`config.mk`:
```
export PLATFORM = sky130hd
export DESIGN_NAME = sapq_ctrl
export DESIGN_NICKNAME = d
export VERILOG_FILES = /design/src/design/sapq_pkg.sv /design/src/design/sapq_ctrl.sv
export SDC_FILE = /design/constraint.sdc
export NUM_CORES = 1
export LEC_CHECK = 0
export BUFFER_PORTS_ARGS = -buffer_cell sky130_fd_sc_hd__buf_2
export CAP_MARGIN = 20
export CORE_AREA = 2 2 39 41
export DETAILED_ROUTE_END_ITERATION = 16
export DIE_AREA = 0 0 41 43
export GPL_TIMING_DRIVEN = 0
export PLACE_DENSITY = 0.54
export SETUP_SLACK_MARGIN = 0.15
export SYNTH_ARGS = -nofsm -noshare
export SYNTH_HDL_FRONTEND = slang
export SYNTH_SLANG_ARGS = --single-unit
```
`constraint.sdc`:
```
create_clock -name clk -period 1.3 [get_ports clk]
set_input_delay 0.195 -clock clk [delete_from_list [all_inputs] [get_ports clk]]
set_output_delay 0.195 -clock clk [all_outputs]
set_load 0.02 [all_outputs]
```
`src/design/sapq_pkg.sv`:
```
package sapq_pkg;

	localparam int CAPACITY    = 128;
	localparam int ADDR_W      = (CAPACITY > 1) ? $clog2(CAPACITY) : 1;
	localparam int OCC_W       = $clog2(CAPACITY + 1);
	localparam int VALUE_W     = 32;
	localparam int COUNT_W     = 8;
	localparam int IN_TDATA_W  = 32;
	localparam int OUT_TDATA_W = 48;

	localparam logic [VALUE_W-1:0] EMPTY_FRONT = '1;

	typedef enum logic {
		FUNC_INSERT = 1'b0,
		FUNC_REMOVE = 1'b1
	} func_t;

	typedef enum logic [1:0] {
		ST_OK        = 2'd0,
		ST_OVERFLOW  = 2'd1,
		ST_UNDERFLOW = 2'd2
	} status_t;

	typedef struct packed {
		logic load;
		logic wr_new;
		logic wr_shift;
		logic rd_prev;
		logic rd_head;
		logic load_result;
	} sapq_cmd_t;

	typedef struct packed {
		logic in_insert;
		logic full;
		logic empty;
		logic pos_zero;
		logic less;
		logic out_busy;
	} sapq_sts_t;

	// circular address: base + off, wrapped at CAPACITY
	function automatic logic [ADDR_W-1:0] wrap_add(input logic [ADDR_W-1:0] base,
			input logic [ADDR_W-1:0] off);
		logic [ADDR_W:0] sum;
		sum = {1'b0, base} + {1'b0, off};
		if (sum >= (ADDR_W+1)'(CAPACITY)) begin
			sum = sum - (ADDR_W+1)'(CAPACITY);
		end
		return sum[ADDR_W-1:0];
	endfunction

endpackage

```
`src/design/sapq_ctrl.sv`:
```
module sapq_ctrl (
	input  logic               clk,
	input  logic               arst_n,
	input  logic               s_tvalid,
	output logic               s_tready,
	input  sapq_pkg::sapq_sts_t sts,
	output sapq_pkg::sapq_cmd_t cmd
);

	import sapq_pkg::*;

	typedef enum logic [5:0] {
		S_IDLE  = 6'b000001,
		S_READ  = 6'b000010,
		S_CMP   = 6'b000100,
		S_FRONT = 6'b001000,
		S_FWAIT = 6'b010000,
		S_SPARE = 6'b100000
	} state_t;

	state_t state_q, state_d;

	always_ff @(posedge clk or negedge arst_n) begin
		if (!arst_n) begin
			state_q <= S_IDLE;
		end else begin
			state_q <= state_d;
		end
	end

	always_comb begin
		state_d  = state_q;
		cmd      = '0;
		s_tready = 1'b0;
		case (state_q)
			S_IDLE: begin
				s_tready = 1'b1;
				if (s_tvalid) begin
					cmd.load = 1'b1;
					state_d  = (sts.in_insert && !sts.full) ? S_READ : S_FRONT;
				end
			end
			S_READ: begin
				// walk from the tail towards the front
				if (sts.pos_zero) begin
					cmd.wr_new = 1'b1;
					state_d    = S_FRONT;
				end else begin
					cmd.rd_prev = 1'b1;
					state_d     = S_CMP;
				end
			end
			S_CMP: begin
				if (sts.less) begin
					cmd.wr_shift = 1'b1;
					state_d      = S_READ;
				end else begin
					cmd.wr_new = 1'b1;
					state_d    = S_FRONT;
				end
			end
			S_FRONT: begin
				cmd.rd_head = 1'b1;
				state_d     = S_FWAIT;
			end
			S_FWAIT: begin
				// hold until the output register is free
				if (!sts.out_busy) begin
					cmd.load_result = 1'b1;
					state_d         = S_IDLE;
				end
			end
			default: begin
				state_d = S_IDLE;
			end
		endcase
	end

endmodule

```
## Word-level counts from Yosys, hierarchy flattened

Cells that the tools add are included.

| storage, ports and cells | value |
|---|---|
| output and inout bits | 7 |
| memory bits (writable) | 0 |
| bits in read-only memories | 0 |
| bits in latches | 0 |
| memories | 0 |
| register bits after elaboration | 6 |
| bits of input ports | 9 |

| operators by class | value |
|---|---|
| $mul | 0 |
| add/sub/neg operators | 0 |
| bitwise operators | 0 |
| equality and inequality tests | 7 |
| div/mod/pow operators | 0 |
| reductions and logical operators | 3 |
| $lt $le $gt $ge | 0 |
| shift-type cells | 0 |
| mux-type cells | 19 |

Operators by type and width:

| kind | number |
|---|---|
| $pmux 6 s5 | 1 |
| $mux 1 | 12 |
| $mux 4 | 3 |
| $mux 6 | 2 |
| $eq 6x1->1 const B | 1 |
| $eq 6x2->1 const B | 1 |
| $eq 6x3->1 const B | 1 |
| $eq 6x4->1 const B | 1 |
| $eq 6x5->1 const B | 1 |
| $ne 2x2->1 const B | 2 |
| $pmux 1 s2 | 1 |
| $reduce_and 2->1 | 1 |
| $logic_and 1x1->1 | 1 |
| $logic_not 1->1 | 1 |

## Logic depth before layout (Yosys ltp)

Gate-level depths: netlist (run 1).

| logic depth | value |
|---|---|
| depth in word-level cells | 5 |
| depth in mapped cells | 3 |
| mapped depth without buffers | 3 |

## Worst setup path before layout (run 1)

Ideal clock, no wire load.

| path | value |
|---|---|
| path kind | reg2out |
| start point | register state_q[2] |
| end point | output cmd[0] (netlist name) |
| setup slack | -0.492 ns |
| buffers on the path | 0 |
| data required time | 1.105 ns |
| data arrival time | 1.597 ns |
| cell stages (with the launch flop) | 3 |
| path through | dfrtp_1 > or3_1 > nor4b_1 |

RTL lines:

| element | line | text |
|---|---|---|
| start: declaration | sapq_ctrl.sv:21 | `state_t state_q, state_d;` |
| start signal: assignment | sapq_ctrl.sv:27 | `state_q <= state_d;` |
| end: declaration | sapq_ctrl.sv:7 | `output sapq_pkg::sapq_cmd_t cmd` |

==> results of run 1 <==
==> area by class of cell <==
| class | instances | area (um2) | share of cell area [%] |
|---|---|---|---|
| Tap cell | 16 | 20.0 | 2.85 |
| Clock buffer | 4 | 26.3 | 3.74 |
| Sequential cell | 5 | 131 | 18.7 |
| Multi-Input combinational cell | 30 | 289 | 41.1 |
| Buffer | 1 | 7.51 | 1.07 |
| Timing Repair Buffer | 28 | 229 | 32.6 |
==> metrics by stage <==
| step | utilization [%] | power, mW | hold WS (ps) | TNS (ps) | setup WS [ps] |
|---|---|---|---|---|---|
| final | 50.8 | 1.39 | 291 | -2370 | -325 |
| after global routing | 50.8 | 1.50 | 287 | -3030 | -395 |
| after CTS | 47.9 | 1.30 | 285 | -2710 | -363 |
| after detailed placement | 32.8 | 0.778 | 13.3 | -1420 | -251 |
| after global placement | 32.8 | 0.771 | 11.1 | -1180 | -203 |
| after floorplan | - | 0.640 | -101 | -233 | -104 |
==> report_power, final <==
group | internal, mW | leakage, nW | switching, mW
sequential | 0.219 | 0.0591 | 0.0874
clock | 0.116 | 0.0150 | 0.0622
combinational | 0.532 | 0.255 | 0.378
==> per-layer routing <==
layer | vias up | share of wire, %
li1 | 202 | -
met1 | 198 | 44
met2 | 11 | 50
met3 | 0 | 5.1
met4 | 0 | 0
met5 | - | 0
==> Yosys cell counts (all sizes together) <==
cell type | count | share of area, %
and3 | 4 | 7.5
nor2b | 1 | 1.9
nand3b | 2 | 4.5
nor3 | 2 | 3.0
and4 | 1 | 2.6
and2 | 1 | 1.9
dfstp | 1 | 7.9
o22a | 2 | 5.3
or3 | 1 | 1.9
nor2 | 5 | 6.4
and3b | 1 | 2.6
o21ai | 1 | 1.5
nand2b | 2 | 3.8
a21boi | 1 | 2.3
or3b | 1 | 2.6
and4b | 1 | 3.0
buf | 1 | 2.3
dfrtp | 4 | 30
nor4 | 1 | 1.9
o311a | 1 | 3.0
a21oi | 1 | 1.5
nor4b | 1 | 2.6
==> cell families after synthesis <==
| family | count (synthesis) |
|---|---|
| AO/OA/AOI/OAI | 6 |
| buffers and inverters | 1 |
| flip-flops | 5 |
| AND/OR/NAND/NOR | 24 |
==> path summary, 6_finish.rpt <==
kind                                  from         end  slack [ps]  cells past startpoint
max in group asynchronous           arst_n  state_q[0]         800                      2
min in group clk                    sts[2]  state_q[2]         290                      3
worst max-delay path            state_q[2]      cmd[0]        -330                      3
worst min-delay path                arst_n  state_q[4]         290                      2
worst max register to register  state_q[0]  state_q[3]        -180                      4
worst min register to register  state_q[3]  state_q[2]         670                      2
==> worst max-delay path: stages (launching register included) <==
cell	delay (ps)
dfrtp_2	420
or3_4	400
nor4b_4	210
buf_4	170
==> repair_timing <==
item | 4_1_cts | 5_1_grt
hold buffers | 1 | 0
pin swaps | 5 | 4
setup buffers | 11 | 2
gates resized for setup | 17 | 6
hold endpoints to repair | 5 | 0
endpoints found under the setup margin | 10 | 11
==> flow_metrics.py, run 1 <==
metrics = {
    "run_status": {
        "status": "finished with violations",
        "violations": "setup timing",
    },
    "sta": {
        "period_share_pct": 125,
        "final_max_slew_viol_count": 0,
        "finalSetupViolCount": 10,
        "postLayoutSetupSlackWorst_ps": -325,
        "relSlewSlack_pct": 84.4,
        "tightest_slew_ps": 233,
        "min_period_ps": 1630,
        "rsz0062_at_grt": "true",
        "final.setup_skew_ps": 5.18,
        "hold_viol": 0,
        "max_freq_mhz": 615,
    },
    "placed_design": {
        "dp_hpwl_um": 643,
        "gp_congestion": 0.734,
        "io_buffer_count": 14,
        "placed_cells": 66,
        "post_dp_cell_area_um2": 454,
    },
    "final_layout": {
        "fill_cells": 127,
        "top_register": "state_q",
        "syn_to_final_growth_pct": 111,
        "final_cell_mix": "buf_4, buf_2, nor2_1, and3_1, dfrtp_2",
        "antenna_cells": 0,
        "top_regs": "state_q (5)",
        "nets": 78,
        "design_area_um2": 703,
        "fin_cells": 84,
        "final_common_cell": "buf_4",
        "drive_gt1_share_pct": 67.6,
        "largest_register_ffs": 5,
    },
    "routing": {
        "drc": 0,
        "drt-pass1-iter-count": 4,
        "drt_iter0_markers": 7,
        "vias": 411,
        "wl_um": 1040,
        "routedWlPerCell_um": 12.3,
        "viasPerCell": 4.89,
        "antenna_left": 0,
    },
    "setup_path": {
        "cp_max_fo": 4,
        "arrival_ps": 1430,
        "crit_type": "flop to output pin",
        "endpoint_kind": "output pin",
        "worstPathRequired_ps": 1110,
        "startpoint_type": "flop",
    },
    "grt": {
        "grt_pass1_vias": 391,
        "use_met2_pct": 21.6,
        "use_met1_pct": 17.6,
        "track_usage_pct": 14.5,
        "grt-ovfl-total": 0,
        "grt_pass1_wl_um": 1680,
        "grt_max_degree": 9,
        "antenna_found_initial": 0,
        "grt.busiest_layer": "met2",
        "grt_use_met3_pct": 7.85,
    },
    "logic_synthesis": {
        "syn_area_per_cell_um2": 9.24,
        "yosysSeqAreaShare_pct": 38.0,
        "yosys.area_share.simple_pct": 46.2,
        "synthCells": 36,
        "synth_warnings": 0,
        "ys_ff_latch": 5,
        "synth_top_family_by_area": "simple AND/OR/NAND/NOR gates",
        "synthXorXnorAreaFrac_pct": 0,
        "synth_mux_area_share_pct": 0,
        "yosysUniqueCellTypes": 23,
        "synth_nets": 45,
        "syn_area_um2": 333,
        "synthAdderAreaFrac_pct": 0,
        "synth_compound_area_share_pct": 13.5,
    },
    "power_and_ir_drop": {
        "p_leak_nw": 0.329,
        "power.density_mw_per_mm2": 1980,
        "vdd_ir_drop_max_uv": 816,
    },
    "clocking": {
        "path_clk_slew_ps": 50,
        "cts_root_buf": "clkbuf_4",
        "cts_tree": "done",
        "numCtsBuffers": 3,
        "clock_sinks": 5,
        "cts_buffer_depth": 2,
        "htree_num_levels": 1,
        "clock_latency_ps": 240,
    },
    "floorplanning": {
        "fp.dieH_um": 43,
        "io_pins": 16,
        "core-area_mm2": 0.00138,
        "fp.dieW_um": 41,
        "die_area_mm2": 0.00176,
        "row_count": 14,
        "start_util_pct": 24.1,
    },
    "job": {
        "cap_violations": 0,
    },
    "worst_hold_path": {
        "min_path_type": "input port to asynchronous set/reset pin",
    },
}
Note: power is estimated with default switching activity, not from simulation.
==> run 2, diff against run 1 <==
--- a/config.mk
+++ b/config.mk
@@ -12,6 +12,7 @@
 export DIE_AREA = 0 0 41 43
 export GPL_TIMING_DRIVEN = 0
 export PLACE_DENSITY = 0.54
+export REMOVE_ABC_BUFFERS = 1
 export SETUP_SLACK_MARGIN = 0.15
 export SYNTH_ARGS = -nofsm -noshare
 export SYNTH_HDL_FRONTEND = slang
==> run 2 against run 1 <==
The flow still finishes with violations (setup timing). Cell area is 11% lower. Clock-buffer cell count stayed put. Core utilization is 5.7 points lower.
==> flow_metrics.py, run 2 (synthesized netlist as in run 1, its figures left out) <==
metrics = {
    "grt": {
        "grt_pass1_wl_um": 1640,
        "grt_max_degree": 11,
        "grt_pass1_vias": 397,
        "track_usage_pct": 13.7,
        "grt-ovfl-total": 0,
        "antenna_found_initial": 0,
    },
    "routing": {
        "vias": 375,
        "antenna_left": 0,
        "drc": 0,
        "wl_um": 1030,
        "drt_iter0_markers": 9,
        "routedWlPerCell_um": 13.2,
        "drt-pass1-iter-count": 3,
        "viasPerCell": 4.81,
    },
    "sta": {
        "final.setup_skew_ps": 6.29,
        "finalSetupViolCount": 10,
        "hold_slack_ps": 290,
        "hold_viol": 0,
        "period_share_pct": 128,
        "rsz0062_at_grt": "true",
        "max_freq_mhz": 601,
        "final_max_slew_viol_count": 0,
        "postLayoutSetupSlackWorst_ps": -365,
        "min_period_ps": 1670,
        "tightest_slew_ps": 244,
        "relSlewSlack_pct": 83.6,
    },
    "worst_hold_path": {
        "min_path_type": "input port to asynchronous set/reset pin",
    },
    "setup_path": {
        "path_cells": "or3_4 > nor4b_4 > buf_4",
        "crit_start": "state_q[2]",
        "r2r-start": "state_q[2]",
        "worstPathRequired_ps": 1110,
        "crit_type": "flop to output pin",
        "endpoint_kind": "output pin",
        "r2r_setup_slack_ps": -120,
        "arrival_ps": 1470,
        "rr_endpoint": "state_q[1]",
        "cpMaxStageDelayCell": "dfrtp_2",
        "path_buf_inv": 1,
        "r2r_cells": 5,
        "cp_top_family": "simple AND/OR/NAND/NOR gates",
        "slowest_delay_ps": 450,
        "cp_max_fo": 6,
        "startpoint_type": "flop",
    },
    "clocking": {
        "cts_tree": "done",
        "cts_root_buf": "clkbuf_4",
        "htree_num_levels": 1,
        "cts_buffer_depth": 2,
        "clock_sinks": 5,
        "numCtsBuffers": 3,
        "path_clk_slew_ps": 50,
        "clock_latency_ps": 240,
    },
    "placed_design": {
        "dp_hpwl_um": 577,
        "io_buffer_count": 14,
        "gp_congestion": 0.710,
        "dp_slack_ps": -235,
        "placed_cells": 65,
    },
    "power_and_ir_drop": {
        "vdd_ir_drop_max_uv": 791,
        "p_leak_nw": 0.287,
        "power.density_mw_per_mm2": 2020,
    },
    "floorplanning": {
        "row_count": 14,
        "start_util_pct": 24.1,
        "die_area_mm2": 0.00176,
        "fp.dieH_um": 43,
        "core-area_mm2": 0.00138,
        "io_pins": 16,
        "fp.dieW_um": 41,
    },
    "run_status": {
        "status": "finished with violations",
        "violations": "setup timing",
    },
    "final_layout": {
        "fin_cells": 78,
        "syn_to_final_growth_pct": 87.6,
        "top_regs": "state_q (5)",
        "largest_register_ffs": 5,
        "final_cell_mix": "buf_4, buf_2, buf_6, and3_1, dfrtp_2",
        "nets": 72,
        "final_util_pct": 45.1,
        "antenna_cells": 0,
        "top_register": "state_q",
        "final_common_cell": "buf_4",
        "drive_gt1_share_pct": 66.1,
    },
    "job": {
        "cap_violations": 0,
    },
}
-- run 2: area by class of cell --
class                   instances  area, um2
clock buffers                   4       26.3
fillers                       135        759
multi-input cells              30        273
flip-flops and latches          5        131
well taps                      16       20.0
repair buffers                 23        174
-- run 2: how the worst max path moves through the flow --
stage                  end  cells past startpoint
finish              cmd[0]                      3
global route        cmd[0]                      3
CTS                 cmd[5]                      3
detailed placement  cmd[5]                      3
global placement    cmd[0]                      3
floorplan           cmd[0]                      2
-- run 2: timing repair --
item	CTS	global route
endpoints found under the hold margin	5	0
setup buffers	6	2
resized for setup	15	15
endpoints found under the setup margin	10	11
pin swaps	4	3
hold buffers	1	0
-- run 2: report_power, final --
group	leakage [nW]	internal, mW	switching [mW]
combinational	0.213	0.410	0.341
clock	0.0150	0.116	0.0637
sequential	0.0591	0.219	0.115
-- run 2: routing by layer --
layer | global-route usage [%] | share of wire [%]
met2 | 19.1 | 49
met4 | 8.00 | 0
met1 | 17.3 | 49
met3 | 5.24 | 2.4
met5 | 0 | 0
-- run 2: per-stage QoR --
stage	TNS, ps	power [mW]	instance area (um2)
5_1_grt	-2760	1.36	624
6_report	-2160	1.26	624
3_5_place_dp	-1170	0.716	415
2_1_floorplan	-805	0.587	325
3_3_place_gp	-1170	0.718	415
4_1_cts	-2240	1.05	551
-- run 2: worst register-to-register path, cell delays in order, from the launching register on --
cell and delay [ps]:
dfrtp_2 450, or3_4 400, buf_4 160, nor2_4 100, buf_6 110, o22a_1 140
==> run 3, diff against run 2 <==
--- a/config.mk
+++ b/config.mk
@@ -5,13 +5,14 @@
 export SDC_FILE = /design/constraint.sdc
 export NUM_CORES = 1
 export LEC_CHECK = 0
+export ABC_AREA = 1
 export BUFFER_PORTS_ARGS = -buffer_cell sky130_fd_sc_hd__buf_2
 export CAP_MARGIN = 20
 export CORE_AREA = 2 2 39 41
 export DETAILED_ROUTE_END_ITERATION = 16
 export DIE_AREA = 0 0 41 43
 export GPL_TIMING_DRIVEN = 0
-export PLACE_DENSITY = 0.54
+export PLACE_DENSITY = 0.56
 export REMOVE_ABC_BUFFERS = 1
 export SETUP_SLACK_MARGIN = 0.15
 export SYNTH_ARGS = -nofsm -noshare
==> run 3 against run 2 <==
Clock skew increased by 3.1 ps. Sequential share of layout area decreased by 1.3 points. Cell area increased by 4.6%. Core utilization increased by 2.1 points. The flow still finishes with violations (setup timing). Highest routed layer unchanged. Critical path depth increased by 2. Maximum frequency increased by 14%.
==> flow_metrics.py, run 3 <==
metrics = {
    "clocking": {
        "path_clk_slew_ps": 50,
        "cts_buffer_depth": 2,
        "htree_num_levels": 1,
        "clock_sinks": 5,
        "clock_latency_ps": 240,
        "numCtsBuffers": 3,
        "cts_root_buf": "clkbuf_4",
        "cts_tree": "done",
    },
    "setup_path": {
        "cp_max_fo": 5,
        "arrival_ps": 1260,
        "slowest_delay_ps": 540,
        "endpoint_kind": "output pin",
        "path_buf_inv": 2,
        "path_cells": "buf_4 > nor2_4 > nand4_1 > nand2_1 > buf_6",
        "startpoint_type": "flop",
        "cpMaxStageDelayCell": "dfstp_2",
        "crit_type": "flop to output pin",
        "cp_top_family": "flip-flops",
        "worstPathRequired_ps": 1110,
    },
    "final_layout": {
        "multi_input_area_um2": 241,
        "top_regs": "state_q (5)",
        "design_area_um2": 653,
        "drive_gt1_share_pct": 58.5,
        "nets": 92,
        "largest_register_ffs": 5,
        "top_register": "state_q",
        "final_cell_mix": "buf_4, nand2_1, inv_1, buf_2",
        "syn_to_final_growth_pct": 83.2,
        "fill_cells": 136,
        "antenna_cells": 0,
        "final_common_cell": "buf_4",
        "final_util_pct": 47.2,
        "fin_cells": 98,
        "seq_area_um2": 129,
    },
    "logic_synthesis": {
        "dominantRegCellSynth": "dfrtp_1",
        "synth_most_common_cell": "nand2_1",
        "synth_compound_area_share_pct": 1.40,
        "yosys.area_share.simple_pct": 49.5,
        "synth_common_cells": "nand2_1, inv_1, nor2_1, nand4_1",
        "synth_mux_area_share_pct": 0,
        "yosysSeqAreaShare_pct": 35.4,
        "synth.largest_area_cell": "dfrtp_1",
        "syn_area_um2": 357,
        "async_flop_share_pct": 100,
        "synth_top_family_by_area": "simple AND/OR/NAND/NOR gates",
        "synth_top_cell_area_share_pct": 28.1,
        "synth_warnings": 0,
        "synthAdderAreaFrac_pct": 0,
        "synthXorXnorAreaFrac_pct": 0,
        "synthCells": 54,
        "yosysUniqueCellTypes": 14,
        "ys_ff_latch": 5,
        "ys_top_cells_by_area": "dfrtp_1, nand2_1, inv_1, nor2_1, nand4_1",
        "syn_area_per_cell_um2": 6.60,
        "synth_edf_count": 0,
    },
    "grt": {
        "track_usage_pct": 12.7,
        "grt_pass1_vias": 376,
        "grt-ovfl-total": 0,
        "antenna_found_initial": 0,
        "grt_max_degree": 7,
        "grt_pass1_wl_um": 1460,
    },
    "routing": {
        "wl_um": 937,
        "vias": 432,
        "drt_iter0_markers": 1,
        "drc": 0,
        "viasPerCell": 4.41,
        "antenna_left": 0,
        "drt-pass1-iter-count": 4,
        "routedWlPerCell_um": 9.56,
    },
    "placed_design": {
        "dp_hpwl_um": 628,
        "io_buffer_count": 14,
        "gp_congestion": 0.683,
        "placed_cells": 83,
        "post_dp_cell_area_um2": 439,
    },
    "sta": {
        "min_period_ps": 1450,
        "hold_viol": 0,
        "final_max_slew_viol_count": 0,
        "relSlewSlack_pct": 86.2,
        "finalSetupViolCount": 8,
        "postLayoutSetupSlackWorst_ps": -155,
        "period_share_pct": 112,
        "max_freq_mhz": 687,
        "final.setup_skew_ps": 9.43,
        "tightest_slew_ps": 206,
        "rsz0062_at_grt": "true",
    },
    "run_status": {
        "status": "finished with violations",
        "violations": "setup timing",
    },
    "floorplanning": {
        "fp.dieH_um": 43,
        "die_area_mm2": 0.00176,
        "fp.dieW_um": 41,
        "io_pins": 16,
        "start_util_pct": 25.8,
        "row_count": 14,
        "core-area_mm2": 0.00138,
    },
    "power_and_ir_drop": {
        "p_leak_nw": 0.350,
        "p_sw_share_pct": 44.0,
        "p_int_mw": 0.777,
        "seqPwrFrac_pct": 19.9,
        "power_frac_clock_pct": 13.0,
        "vdd_ir_drop_max_uv": 984,
        "p_comb_share_pct": 67.1,
        "power.density_mw_per_mm2": 2130,
        "p_sw_mw": 0.611,
    },
    "worst_hold_path": {
        "min_path_type": "input port to flop",
    },
    "job": {
        "cap_violations": 0,
    },
}
==> run 3: stage by stage <==
step	TNS, ps	power (mW)	worst slack [ps]	hold slack, ps
after detailed placement	0	0.797	4.37	13.2
after global routing	-1510	1.50	-215	143
after floorplan	-12.2	0.665	-12.2	-101
after CTS	-1000	1.30	-186	150
after global placement	0	0.799	5.74	9.83
final	-886	1.39	-155	148
==> run 3: worst register-to-register path: cells and delay by family, from the launching register on <==
kind,cells,cell delay [ps]
buf+inv,4,260
flops,1,540
simple gates,4,430
==> run 3: logic make-up (layout without fill, tap and decap cells) <==
logic type / count (synthesis) / in the layout
simple gates: 36 / 36
compound gates: 1 / 1
buf+inv: 12 / 40
flops: 5 / 5
==> run 3: power by group through the flow <==
stage	clock (mW)	combinational [mW]	sequential, mW
after global placement	0	0.524	0.275
after global routing	0.198	1.02	0.286
after CTS	0.185	0.838	0.273
final	0.180	0.931	0.276
after floorplan	0	0.397	0.268
after detailed placement	0	0.523	0.275
==> run 3: path summary, 6_finish.rpt <==
| path | from | to | slack [ps] | cells past startpoint |
|---|---|---|---|---|
| setup / recovery | state_q[0] | cmd[4] | -150 | 5 |
| hold / removal | sts[2] | state_q[2] | 150 | 2 |
| setup reg to reg | state_q[0] | state_q[3] | -20 | 8 |
| hold reg to reg | state_q[4] | state_q[4] | 630 | 2 |
| max in group asynchronous | arst_n | state_q[0] | 780 | 2 |
| min in group asynchronous | arst_n | state_q[4] | 290 | 2 |
==> run 3: metal layers <==
metal	global-route usage (%)	vias to the layer above	wire length, um
li1	-	228	-
met1	14.6	197	419
met2	19.7	7	484
met3	4.71	0	33
met4	6.00	0	0
met5	0	-	0
==> run 3: final cells by class <==
class | instances | share of cell area (%)
Multi-Input combinational cell | 37 | 37.0
Timing Repair Buffer | 25 | 29.9
Sequential cell | 5 | 19.7
Inverter | 11 | 6.32
Clock buffer | 4 | 4.02
Tap cell | 16 | 3.07
==> run 3: timing repair <==
action | CTS | global route
hold endpoints to repair | 5 | 0
gates resized for setup | 25 | 7
pin swaps | 8 | 7
setup buffers | 9 | 1
hold buffers | 1 | 0
setup endpoints to repair | 10 | 12
